[src/design/srfp_pkg.sv]
// Shared types and constants for the sensor response frame parser.
package srfp_pkg;

	// Largest response frame in bytes, head and checksum included
	localparam int unsigned MAX_RESP = 32;

	localparam int unsigned BYTE_W  = 8;
	localparam int unsigned WORD_W  = 16;
	localparam int unsigned CFG_IDX_W = 2;
	localparam int unsigned LEAD_N  = 4;

	// Register reset values
	localparam logic [BYTE_W-1:0] HEAD_RST = 8'd64;
	localparam logic [BYTE_W-1:0] CMD_RST  = 8'd4;
	localparam logic [BYTE_W-1:0] CAP_RST  = 8'd4;

	typedef enum logic [CFG_IDX_W-1:0] {
		REG_HEAD_BYTE   = 2'd0,
		REG_EXP_CMD     = 2'd1,
		REG_DATA_CAP    = 2'd2,
		REG_UNUSED      = 2'd3
	} reg_idx_t;

	typedef enum logic [2:0] {
		PH_HUNT = 3'd0,
		PH_LEN  = 3'd1,
		PH_CMD  = 3'd2,
		PH_DATA = 3'd3,
		PH_CHK  = 3'd4
	} phase_t;

	typedef enum logic [1:0] {
		ST_VALID    = 2'd0,
		ST_LEN_REJ  = 2'd1,
		ST_CMD_MISS = 2'd2,
		ST_CSUM_ERR = 2'd3
	} status_t;

endpackage

[src/design/sensor_response_frame_parser_core.sv]
// Sensor response frame parser: byte-wise frame tracking and report generation.
//
// Channel  Dir  Handshake              Payload
// rx       in   rx_valid / rx_ready    rx_byte[7:0]
// res      out  res_valid / res_ready  status[1:0], payload_len[7:0],
//                                      first_word[15:0], second_word[15:0]
// cfg      in   cfg_we (no wait)       cfg_index[1:0], cfg_data[7:0]
//
// One byte per cycle sustained while reports are taken. A byte lands in the
// input register and is worked once it can move on: the frame state updates
// and, at a length reject or the checksum byte, the result register loads.
// Reset clears the frame state to hunting and loads the register defaults. A
// report held by res_ready low blocks the byte in the input register; the
// input takes at most one more byte, then stalls until it leaves.
module sensor_response_frame_parser_core
	import srfp_pkg::*;
(
	input  logic                 clk,
	input  logic                 arst_n,
	// byte input
	input  logic                 rx_valid,
	output logic                 rx_ready,
	input  logic [BYTE_W-1:0]    rx_byte,
	// report output
	output logic                 res_valid,
	input  logic                 res_ready,
	output logic [1:0]           status,
	output logic [BYTE_W-1:0]    payload_len,
	output logic [WORD_W-1:0]    first_word,
	output logic [WORD_W-1:0]    second_word,
	// register writes
	input  logic                 cfg_we,
	input  logic [CFG_IDX_W-1:0] cfg_index,
	input  logic [BYTE_W-1:0]    cfg_data
);

	localparam int unsigned LEN_W = BYTE_W + 2;
	localparam logic [LEN_W-1:0] MAX_RESP_C = LEN_W'(MAX_RESP);

	// config registers
	logic [BYTE_W-1:0] head_q, exp_cmd_q, cap_q;

	// input register
	logic              rx_valid_s1;
	logic [BYTE_W-1:0] rx_byte_s1;

	// frame state
	phase_t            phase_q, phase_d;
	logic [BYTE_W-1:0] frame_len_q, frame_len_d;
	logic [BYTE_W-1:0] left_q, left_d;
	logic [BYTE_W-1:0] sum_q, sum_d;
	logic              cmd_ok_q, cmd_ok_d;
	logic [2:0]        idx_q, idx_d;      // data position, saturates at 4
	logic [BYTE_W-1:0] lead_q [LEAD_N];
	logic [BYTE_W-1:0] lead_d [LEAD_N];

	// result register
	logic              res_valid_q;
	status_t           status_q, status_d;
	logic [BYTE_W-1:0] dlen_q, dlen_d;
	logic [WORD_W-1:0] word0_q, word0_d, word1_q, word1_d;
	logic              res_load;

	logic              advance;
	logic [BYTE_W-1:0] b;
	logic [BYTE_W-1:0] b_m1, flen_m1, left_m1, sum_b;
	logic              len_bad;

	// byte moves out of the input register when the result slot can take it
	assign advance  = rx_valid_s1 && (!res_valid_q || res_ready);
	assign rx_ready = !rx_valid_s1 || advance;

	assign b       = rx_byte_s1;
	assign b_m1    = b - BYTE_W'(1);
	assign flen_m1 = frame_len_q - BYTE_W'(1);
	assign left_m1 = left_q - BYTE_W'(1);
	assign sum_b   = sum_q + b;

	// zero, too long for the frame buffer, or more data than capacity
	assign len_bad = (b == '0) ||
		(({2'b00, b} + LEN_W'(3)) > MAX_RESP_C) ||
		(b_m1 > cap_q);

	always_ff @(posedge clk or negedge arst_n) begin
		if (!arst_n) begin
			head_q    <= HEAD_RST;
			exp_cmd_q <= CMD_RST;
			cap_q     <= CAP_RST;
		end else if (cfg_we) begin
			unique case (reg_idx_t'(cfg_index))
				REG_HEAD_BYTE: head_q    <= cfg_data;
				REG_EXP_CMD:   exp_cmd_q <= cfg_data;
				REG_DATA_CAP:  cap_q     <= cfg_data;
				default: ;
			endcase
		end
	end

	always_ff @(posedge clk or negedge arst_n) begin
		if (!arst_n) begin
			rx_valid_s1 <= 1'b0;
		end else if (rx_ready) begin
			rx_valid_s1 <= rx_valid;
		end
	end

	always_ff @(posedge clk) begin
		if (rx_ready && rx_valid) begin
			rx_byte_s1 <= rx_byte;
		end
	end

	always_comb begin
		phase_d     = phase_q;
		frame_len_d = frame_len_q;
		left_d      = left_q;
		sum_d       = sum_q;
		cmd_ok_d    = cmd_ok_q;
		idx_d       = idx_q;
		lead_d      = lead_q;
		res_load    = 1'b0;
		status_d    = ST_VALID;
		dlen_d      = flen_m1;
		word0_d     = '0;
		word1_d     = '0;
		unique case (phase_q)
			PH_LEN: begin
				if (len_bad) begin
					phase_d  = PH_HUNT;
					res_load = 1'b1;
					status_d = ST_LEN_REJ;
					dlen_d   = b_m1;
				end else begin
					frame_len_d = b;
					sum_d       = sum_b;
					idx_d       = '0;
					lead_d      = '{default: '0};
					phase_d     = PH_CMD;
				end
			end
			PH_CMD: begin
				cmd_ok_d = (b == exp_cmd_q);
				sum_d    = sum_b;
				left_d   = flen_m1;
				phase_d  = (flen_m1 != '0) ? PH_DATA : PH_CHK;
			end
			PH_DATA: begin
				if (!idx_q[2]) begin
					lead_d[idx_q[1:0]] = b;
					idx_d = idx_q + 3'd1;
				end
				sum_d  = sum_b;
				left_d = left_m1;
				if (left_m1 == '0) phase_d = PH_CHK;
			end
			PH_CHK: begin
				sum_d    = sum_b;
				phase_d  = PH_HUNT;
				res_load = 1'b1;
				if (!cmd_ok_q) begin
					status_d = ST_CMD_MISS;
				end else if (sum_b != '0) begin
					status_d = ST_CSUM_ERR;
				end else begin
					status_d = ST_VALID;
					word0_d  = {lead_q[0], lead_q[1]};
					word1_d  = {lead_q[2], lead_q[3]};
				end
			end
			default: begin
				// hunting; unused codes fall back here
				phase_d = PH_HUNT;
				if (b == head_q) begin
					sum_d   = b;
					phase_d = PH_LEN;
				end
			end
		endcase
	end

	always_ff @(posedge clk or negedge arst_n) begin
		if (!arst_n) begin
			phase_q <= PH_HUNT;
		end else if (advance) begin
			phase_q <= phase_d;
		end
	end

	always_ff @(posedge clk) begin
		if (advance) begin
			frame_len_q <= frame_len_d;
			left_q      <= left_d;
			sum_q       <= sum_d;
			cmd_ok_q    <= cmd_ok_d;
			idx_q       <= idx_d;
			lead_q      <= lead_d;
		end
	end

	always_ff @(posedge clk or negedge arst_n) begin
		if (!arst_n) begin
			res_valid_q <= 1'b0;
		end else if (advance && res_load) begin
			res_valid_q <= 1'b1;
		end else if (res_ready) begin
			res_valid_q <= 1'b0;
		end
	end

	always_ff @(posedge clk) begin
		if (advance && res_load) begin
			status_q <= status_d;
			dlen_q   <= dlen_d;
			word0_q  <= word0_d;
			word1_q  <= word1_d;
		end
	end

	assign res_valid   = res_valid_q;
	assign status      = status_q;
	assign payload_len = dlen_q;
	assign first_word  = word0_q;
	assign second_word = word1_q;

	// an empty result slot never blocks input
	assert property (@(posedge clk) disable iff (!arst_n)
		!res_valid_q |-> rx_ready)
		else $error("input stalled with empty result slot");

	// words are only reported for a valid frame
	assert property (@(posedge clk) disable iff (!arst_n)
		(res_valid_q && status_q != ST_VALID) |-> (word0_q == '0 && word1_q == '0))
		else $error("words set on a failed frame");

	// a non-head byte while hunting keeps the parser hunting
	assert property (@(posedge clk) disable iff (!arst_n)
		(advance && phase_q == PH_HUNT && rx_byte_s1 != head_q) |=> (phase_q == PH_HUNT))
		else $error("left hunt without head byte");

	// a report is loaded only from the length or checksum byte
	assert property (@(posedge clk) disable iff (!arst_n)
		(advance && res_load) |-> (phase_q == PH_LEN || phase_q == PH_CHK))
		else $error("report from wrong phase");

endmodule

[config.mk]
export PLATFORM = sky130hd
export DESIGN_NAME = sensor_response_frame_parser_core
export DESIGN_NICKNAME = d
export VERILOG_FILES = /design/src/design/srfp_pkg.sv /design/src/design/sensor_response_frame_parser_core.sv
export SDC_FILE = /design/constraint.sdc
export NUM_CORES = 1
export LEC_CHECK = 0
export BUFFER_PORTS_ARGS = -buffer_cell sky130_fd_sc_hd__buf_4
export CAP_MARGIN = 15
export CORE_UTILIZATION = 60
export CTS_CLUSTER_SIZE = 28
export DETAILED_ROUTE_END_ITERATION = 7
export GPL_ROUTABILITY_DRIVEN = 0
export HOLD_SLACK_MARGIN = 0.02
export PLACE_DENSITY = 0.91
export SLEW_MARGIN = 30
export SYNTH_ARGS = -nofsm -noshare
export SYNTH_HDL_FRONTEND = slang
export SYNTH_SLANG_ARGS = --single-unit
[constraint.sdc]
create_clock -name clk -period 9.1 [get_ports clk]
set_input_delay 0.455 -clock clk [delete_from_list [all_inputs] [get_ports clk]]
set_output_delay 0.455 -clock clk [all_outputs]
set_load 0.02 [all_outputs]
==> results of run 1 <==
state kept, by name, summed over array words and instances, names as in the netlist, 2 cells and up:
signal / flops
cap_q: 8
status: 2
lead_q: 32
phase_q: 3
exp_cmd_q: 8
idx_q: 3
payload_len: 8
second_word: 16
frame_len_q: 8
left_q: 8
first_word: 16
head_q: 8
sum_q: 8
b: 8
worst max-delay path, stage by stage (launching register included):
cell	delay (ps)
edfxtp_1	630
inv_1	270
ha_1	290
nand2_1	110
or3_1	360
xor2_1	220
inv_1	70
ha_1	300
nand2_1	60
o21ai_0	200
o22a_1	290
o21ai_0	180
a211oi_4	270
buf_4	490
stage by stage:
stage               cells  setup slack (ps)  total power [uW]  hold WS [ps]
floorplan             563              2970               939           159
detailed placement    752              5040              1020           401
finish                785              4980              1740           210
global placement      750              4960               997           395
global route          785              4700              1800           201
CTS                   785              5010              1740           206
what timing repair did:
item / 4_1_cts / 5_1_grt
buffers inserted: 0 / 0
endpoints found under the hold margin: 26 / 0
hold buffers: 1 / 0
layout make-up:
type | instances | area share (%)
clock inverters | 14 | 2.37
multi-input cells | 372 | 33.3
clock buffers | 18 | 5.21
well taps | 140 | 2.13
inverters | 29 | 1.32
repair buffers | 73 | 6.68
flip-flops and latches | 139 | 49.0
placed cells by master, fill, tap and decap left out, types with 3 or more instances in the layout:
master,count
and2_1,35
ha_1,25
mux2_2,29
nor3_1,13
nand3_1,4
nand3b_1,5
nor2_1,62
dfstp_2,3
mux2i_1,41
clkinvlp_4,4
xor2_1,11
edfxtp_1,110
a21boi_0,5
o211ai_1,6
buf_4,72
bufinv_16,4
nor2b_1,6
nand4_1,7
clkbuf_16,17
o21ai_0,13
nand2b_1,4
nor3b_1,3
xnor2_1,27
dfrtp_1,26
a21oi_1,11
nand2_1,28
nor4_1,3
inv_1,29
logic make-up after synthesis:
logic type               Yosys count  share of synthesized area, %
adder cells (fa/ha/maj)           26                          4.79
AO/OA/AOI/OAI                     55                          5.18
buffers and inverters             52                          2.91
multiplexers                      70                          10.6
flip-flops                       139                          58.0
XOR/XNOR                          39                          5.11
AND/OR/NAND/NOR                  182                          13.4
power by group:
part	total [uW]	internal, uW	leakage (uW)	switching, uW
Sequential	776	736	0.00140	39.6
Clock	732	460	0.000293	273
Combinational	235	103	0.00154	133
cells in the mapped netlist (12+ instances only):
master	number	share of area, %
a21oi_1	12	0.86
inv_1	29	1.6
edfxtp_1	110	47
nor2_1	62	3.3
nor3_1	14	1.0
and2_1	35	3.1
xnor2_1	27	3.4
dfrtp_1	26	9.4
mux2i_1	41	5.9
ha_1	25	4.5
o21ai_0	13	0.94
mux2_2	29	4.7
nand2_1	28	1.5
worst paths after layout:
check	to	slack [ps]	cells past startpoint
worst min register to register	cap_q[6]$_DFFE_PN0P_	510	1
max in group asynchronous	cap_q[2]$_DFFE_PN1P_	8260	2
worst min-delay path	b[7]$_DFFE_PP_	210	1
worst max register to register	second_word[6]$_SDFFCE_PP0P_	4980	13
min in group asynchronous	res_valid$_DFFE_PN0P_	500	2
worst max-delay path	second_word[6]$_SDFFCE_PP0P_	4980	13
metal layers:
metal / GRT usage (%) / vias to the layer above
met4: 15.3 / 0
met3: 6.16 / 54
met5: 0 / -
met1: 34.3 / 2314
li1: - / 2144
met2: 47.9 / 241
==> impl_metrics.tcl, run 1 <==
set metrics [dict create \
    max_freq_mhz 243 \
    route.met3.wl_um 1140 \
    synthCells 563 \
    slew_headroom_pct 44.1 \
    drt-initial-drc-count 394 \
    synthFlopType "edfxtp_1" \
    fp.coreArea_um2 11100 \
    start_util_pct 62.8 \
    post_dp_cell_area_um2 7600 \
    highest_layer "met4" \
    synth_edf_count 110 \
    synth.yosys.seq_area_share_pct 58.0 \
    insertion_delay_ps 420 \
    avgRoutedWirePerCell_um 20.0 \
    num_antenna_cells 0 \
    period_share_pct 45.2 \
    power_density_nw_per_um2 212 \
    tritoncts "built" \
    ant_nets 0 \
    h-tree-depth 4 \
    routed_wl_um 15700 \
    vdd_drop_max_uv 133 \
    grt_max_degree 43 \
    grt_overflow 0 \
    clock-sinks 139 \
    critPathCaptureType "register" \
    io_buffers 66 \
    regArea_um2 4030 \
    status "finished, final reports clean" \
    min_period_ps 4120 \
    hp-class "input port to register" \
    cts_resized 0 \
    fillers 693 \
    multi_input_area_um2 2750 \
    drcViolationCount 0 \
    async_flop_share_pct 20.9 \
    cp.arrival_ps 4170 \
    clk_pin_slew_ps 60 \
    track_usage_pct 28.5 \
    firstDrtPassIters 5 \
    via_count 4753 \
    cts_buffers 17 \
    cts_max_path_buffers 2 \
    syn_area_um2 6960 \
    antenna_found_initial 0 \
    clock-root-buffer "clkbuf_16" \
    cp.required_ps 9160 \
    synth_fp_nets 612 \
    yosysWarnings 0 \
    skew_ps 7.99 \
    setup_tns_ps 0 \
    std_cell_rows 38 \
    drv_cap 0 \
    vias_per_cell 6.05 \
    die_w_um 110 \
    rsz0062_at_grt "no" \
    drive_above_1_share_pct 22.2 \
    setup_violations 0 \
    synth_cell_type_count 53 \
    num_io_pins 67 \
    final_net_count 681 \
    path_class "register to register" \
    synth.avg_cell_area_um2 12.4 \
    maxSlewViolCount 0 \
    die_h_um 110 \
    r2r-start "b[1]$_DFFE_PP_" \
    leakage_uw 0.00323 \
    crit_start "b[1]$_DFFE_PP_" \
    dr_wl_met2_um 7780 \
    die_area_um2 12000 \
    wl_met1_um 6170 \
    grt_pass1_vias 4842 \
    final_util_pct 74.4 \
    place_hpwl_um 10400 \
    grt_pass1_wl_um 24600 \
    syn_to_final_growth_pct 18.4 \
    hp-start "rx_byte[7]" \
    finalInstanceArea_um2 8240 \
    crit_fanout 42 \
    critPathLaunchType "register" \
    finalHoldViolCount 0 \
    ys_ff_latch 139 \
    worst_pin_slew_ps 838 \
]
Power figures use the tool's default switching activity.
==> run 2: changes to the inputs <==
Settings changed: ABC_AREA from default to 1, PLACE_DENSITY 0.91 to 0.9.
Clock period 9.1 ns to 3.8 ns, I/O delays scaled along.
==> run 2 against run 1 <==
The flow now finishes with violations (DRC). Via count grew 16%. Highest routed layer unchanged. Critical path type unchanged. Core utilization shrank 0.26 points. Die area grew 4.5%. Sequential power grew 130%. Global-route usage shrank 1.6 points.
==> impl_metrics.tcl, run 2 <==
set metrics [dict create \
    status "finished with violations" \
    failed_checks "DRC" \
    setup_tns_ps 0 \
    worst_pin_slew_ps 742 \
    multi_input_area_um2 2550 \
    die_w_um 112 \
    cp.arrival_ps 3490 \
    setup_violations 0 \
    min_period_ps 3430 \
    synth_fp_nets 843 \
    die_area_um2 12600 \
    syn_area_um2 7270 \
    vdd_drop_max_uv 308 \
    via_count 5534 \
    place_hpwl_um 10600 \
    start_util_pct 62.6 \
    cp.required_ps 3850 \
    crit_chain "nor3_1 > nand3_1 > nor3_1 > xor2_1 > inv_1 > ha_1 > nand2_1 > inv_1 > nor2_1 > o21a_1 > nand2_1 > nand2_1 > nand2_2 > nand2_4 > nand2_1 > nor2_1" \
    yosysWarnings 0 \
    r2r-start "b[0]$_DFFE_PP_" \
    vias_per_cell 5.37 \
    grt_pass1_vias 5387 \
    synth_edf_count 110 \
    die_h_um 112 \
    syn_to_final_growth_pct 18.4 \
    synthFlopType "edfxtp_1" \
    drt-initial-drc-count 432 \
    drv_cap 0 \
    synth_cell_type_count 32 \
    crit_fanout 17 \
    critPathSlowestCell "edfxtp_1" \
    fin_ws_ps 368 \
    fp.coreArea_um2 11600 \
    final_util_pct 74.1 \
    reg2reg_depth 16 \
    hp-start "cfg_data[6]" \
    final_cells 1031 \
    grt_max_degree 43 \
    clock-root-buffer "clkbuf_16" \
    pre_cts_slack_ps 440 \
    skew_ps 7.96 \
    fillers 748 \
    cts_max_path_buffers 2 \
    grt_pass1_wl_um 25300 \
    final_common_cell "nand2_1" \
    final_net_count 924 \
    ys_ff_latch 139 \
    leakage_uw 0.00404 \
    grt_overflow 0 \
    synthCells 794 \
    ant_nets 0 \
    cts_buffers 17 \
    critPathLaunchType "register" \
    antenna_found_initial 0 \
    power_density_nw_per_um2 441 \
    h-tree-depth 4 \
    hp-class "input port to register" \
    regArea_um2 4030 \
    max_freq_mhz 291 \
    synth.avg_cell_area_um2 9.16 \
    period_share_pct 90.3 \
    layout_common_cells "nand2_1 (212), inv_1 (141), edfxtp_1 (110), buf_4 (75), o21ai_0 (69)" \
    hold_end "head_q[6]$_DFFE_PN1P_" \
    finalInstanceArea_um2 8610 \
    synth.most_common_cell "nand2_1" \
    async_flop_share_pct 20.9 \
    slew_headroom_pct 50.4 \
    synth_top_area_share_pct 45.4 \
    firstDrtPassIters 7 \
    synth.yosys.seq_area_share_pct 55.5 \
    avgRoutedWirePerCell_um 15.7 \
    drcViolationCount 6 \
    cp_slowest_stage_delay_ps 490 \
    io_buffers 66 \
    clock-sinks 139 \
    largest_register "lead_q" \
    insertion_delay_ps 420 \
    num_io_pins 67 \
    post_dp_cell_area_um2 7910 \
    routed_wl_um 16100 \
    finalHoldViolCount 0 \
    rsz0062_at_grt "no" \
    std_cell_rows 39 \
    synth_area_leaders "edfxtp_1 (45%), nand2_1 (11%), dfrtp_1 (8.9%), inv_1 (7.3%), o21ai_0 (4.7%)" \
    synth.largest_area_cell "edfxtp_1" \
    dp.cells 989 \
    r2r_slack_ps 370 \
    maxSlewViolCount 0 \
    tritoncts "built" \
    min_path_cells 3 \
    cp_common_cell "nand2_1" \
    path_class "register to register" \
    drive_above_1_share_pct 17.5 \
    track_usage_pct 26.9 \
    num_antenna_cells 0 \
    r2r_end "sum_q[5]$_DFFE_PP_" \
    critPathCaptureType "register" \
    largest_register_ffs 32 \
    clk_pin_slew_ps 60 \
    yosys-top-cells-count "nand2_1 (212), inv_1 (141), edfxtp_1 (110)" \
]
[run 2: cell count changes in the layout (fill, tap and decap cells not counted), sizes merged, moves of 6 or more]
cell | previous run | this run
xnor2 | 27 | 17
nor2 | 62 | 74
nor2b | 6 | 0
nand3 | 4 | 30
nand2 | 28 | 214
o21ai | 13 | 76
mux2 | 29 | 0
mux2i | 41 | 0
dlygate4sd3 | 1 | 10
and2 | 35 | 0
o211ai | 6 | 0
clkbuf | 18 | 27
inv | 31 | 145
[run 2: worst max-delay path by stage]
stage,slack (ps),cells past startpoint,to,start
after detailed placement,440,16,sum_q[5]$_DFFE_PP_,b[0]$_DFFE_PP_
after floorplan,140,17,idx_q[0]$_SDFFCE_PP0P_,b[0]$_DFFE_PP_
final,370,16,sum_q[5]$_DFFE_PP_,b[0]$_DFFE_PP_
after global placement,570,16,sum_q[6]$_DFFE_PP_,b[0]$_DFFE_PP_
after global routing,220,16,sum_q[5]$_DFFE_PP_,b[0]$_DFFE_PP_
after CTS,410,16,sum_q[5]$_DFFE_PP_,b[0]$_DFFE_PP_
[run 2: cell type report]
type                    instances  share of cell area, %
flip-flops and latches        139                   46.9
repair buffers                 87                   8.17
multi-input cells             485                   29.7
clock inverters                 5                  0.291
inverters                     145                   6.32
clock buffers                  27                   6.59
well taps                     143                   2.08
[run 2: metrics by stage]
| stage | hold WS [ps] | power (uW) |
|---|---|---|
| 2_1_floorplan | -106 | 2050 |
| 3_3_place_gp | 131 | 2160 |
| 3_5_place_dp | 134 | 2180 |
| 4_1_cts | 59.8 | 3790 |
| 5_1_grt | 80.4 | 3920 |
| 6_report | 61.8 | 3800 |
[run 2: what timing repair did]
item                                   4_1_cts  5_1_grt
hold buffers                                10        0
buffers inserted                             0        0
endpoints found under the hold margin       38        0
resized for setup                            0        0
[run 2: metal layers]
| layer | track usage (%) | wire, um | part of all wire [%] |
|---|---|---|---|
| met3 | 7.29 | 1400 | 8.7 |
| met2 | 46.0 | 8080 | 50 |
| met5 | 0 | 0 | 0 |
| met4 | 13.9 | 535 | 3.3 |
| met1 | 31.1 | 6130 | 38 |
[run 2: critical path, delay by kind of cell (launching register included)]
family	cells	cell delay, ps
adders and majority gates	1	280
xor gates and xnor gates	1	210
AOI/OAI and AO/OA	1	130
buffers and inverters	2	110
and+or+nand+nor	11	1840
DFF	1	490
[run 2: power breakdown]
| group | total (uW) | switching [uW] | internal (uW) |
|---|---|---|---|
| clock network | 1630 | 612 | 1020 |
| registers | 1750 | 45.8 | 1710 |
| logic | 417 | 258 | 159 |
[run 2: cell families (layout without fill, tap and decap cells)]
logic type | after synthesis | after routing | share of synthesized area [%]
AO/OA/AOI/OAI | 89 | 89 | 6.28
XOR/XNOR | 28 | 28 | 3.37
adder cells (fa/ha/maj) | 26 | 26 | 4.58
buffers and inverters | 170 | 264 | 9.43
flip-flops | 139 | 139 | 55.5
AND/OR/NAND/NOR | 342 | 342 | 20.9
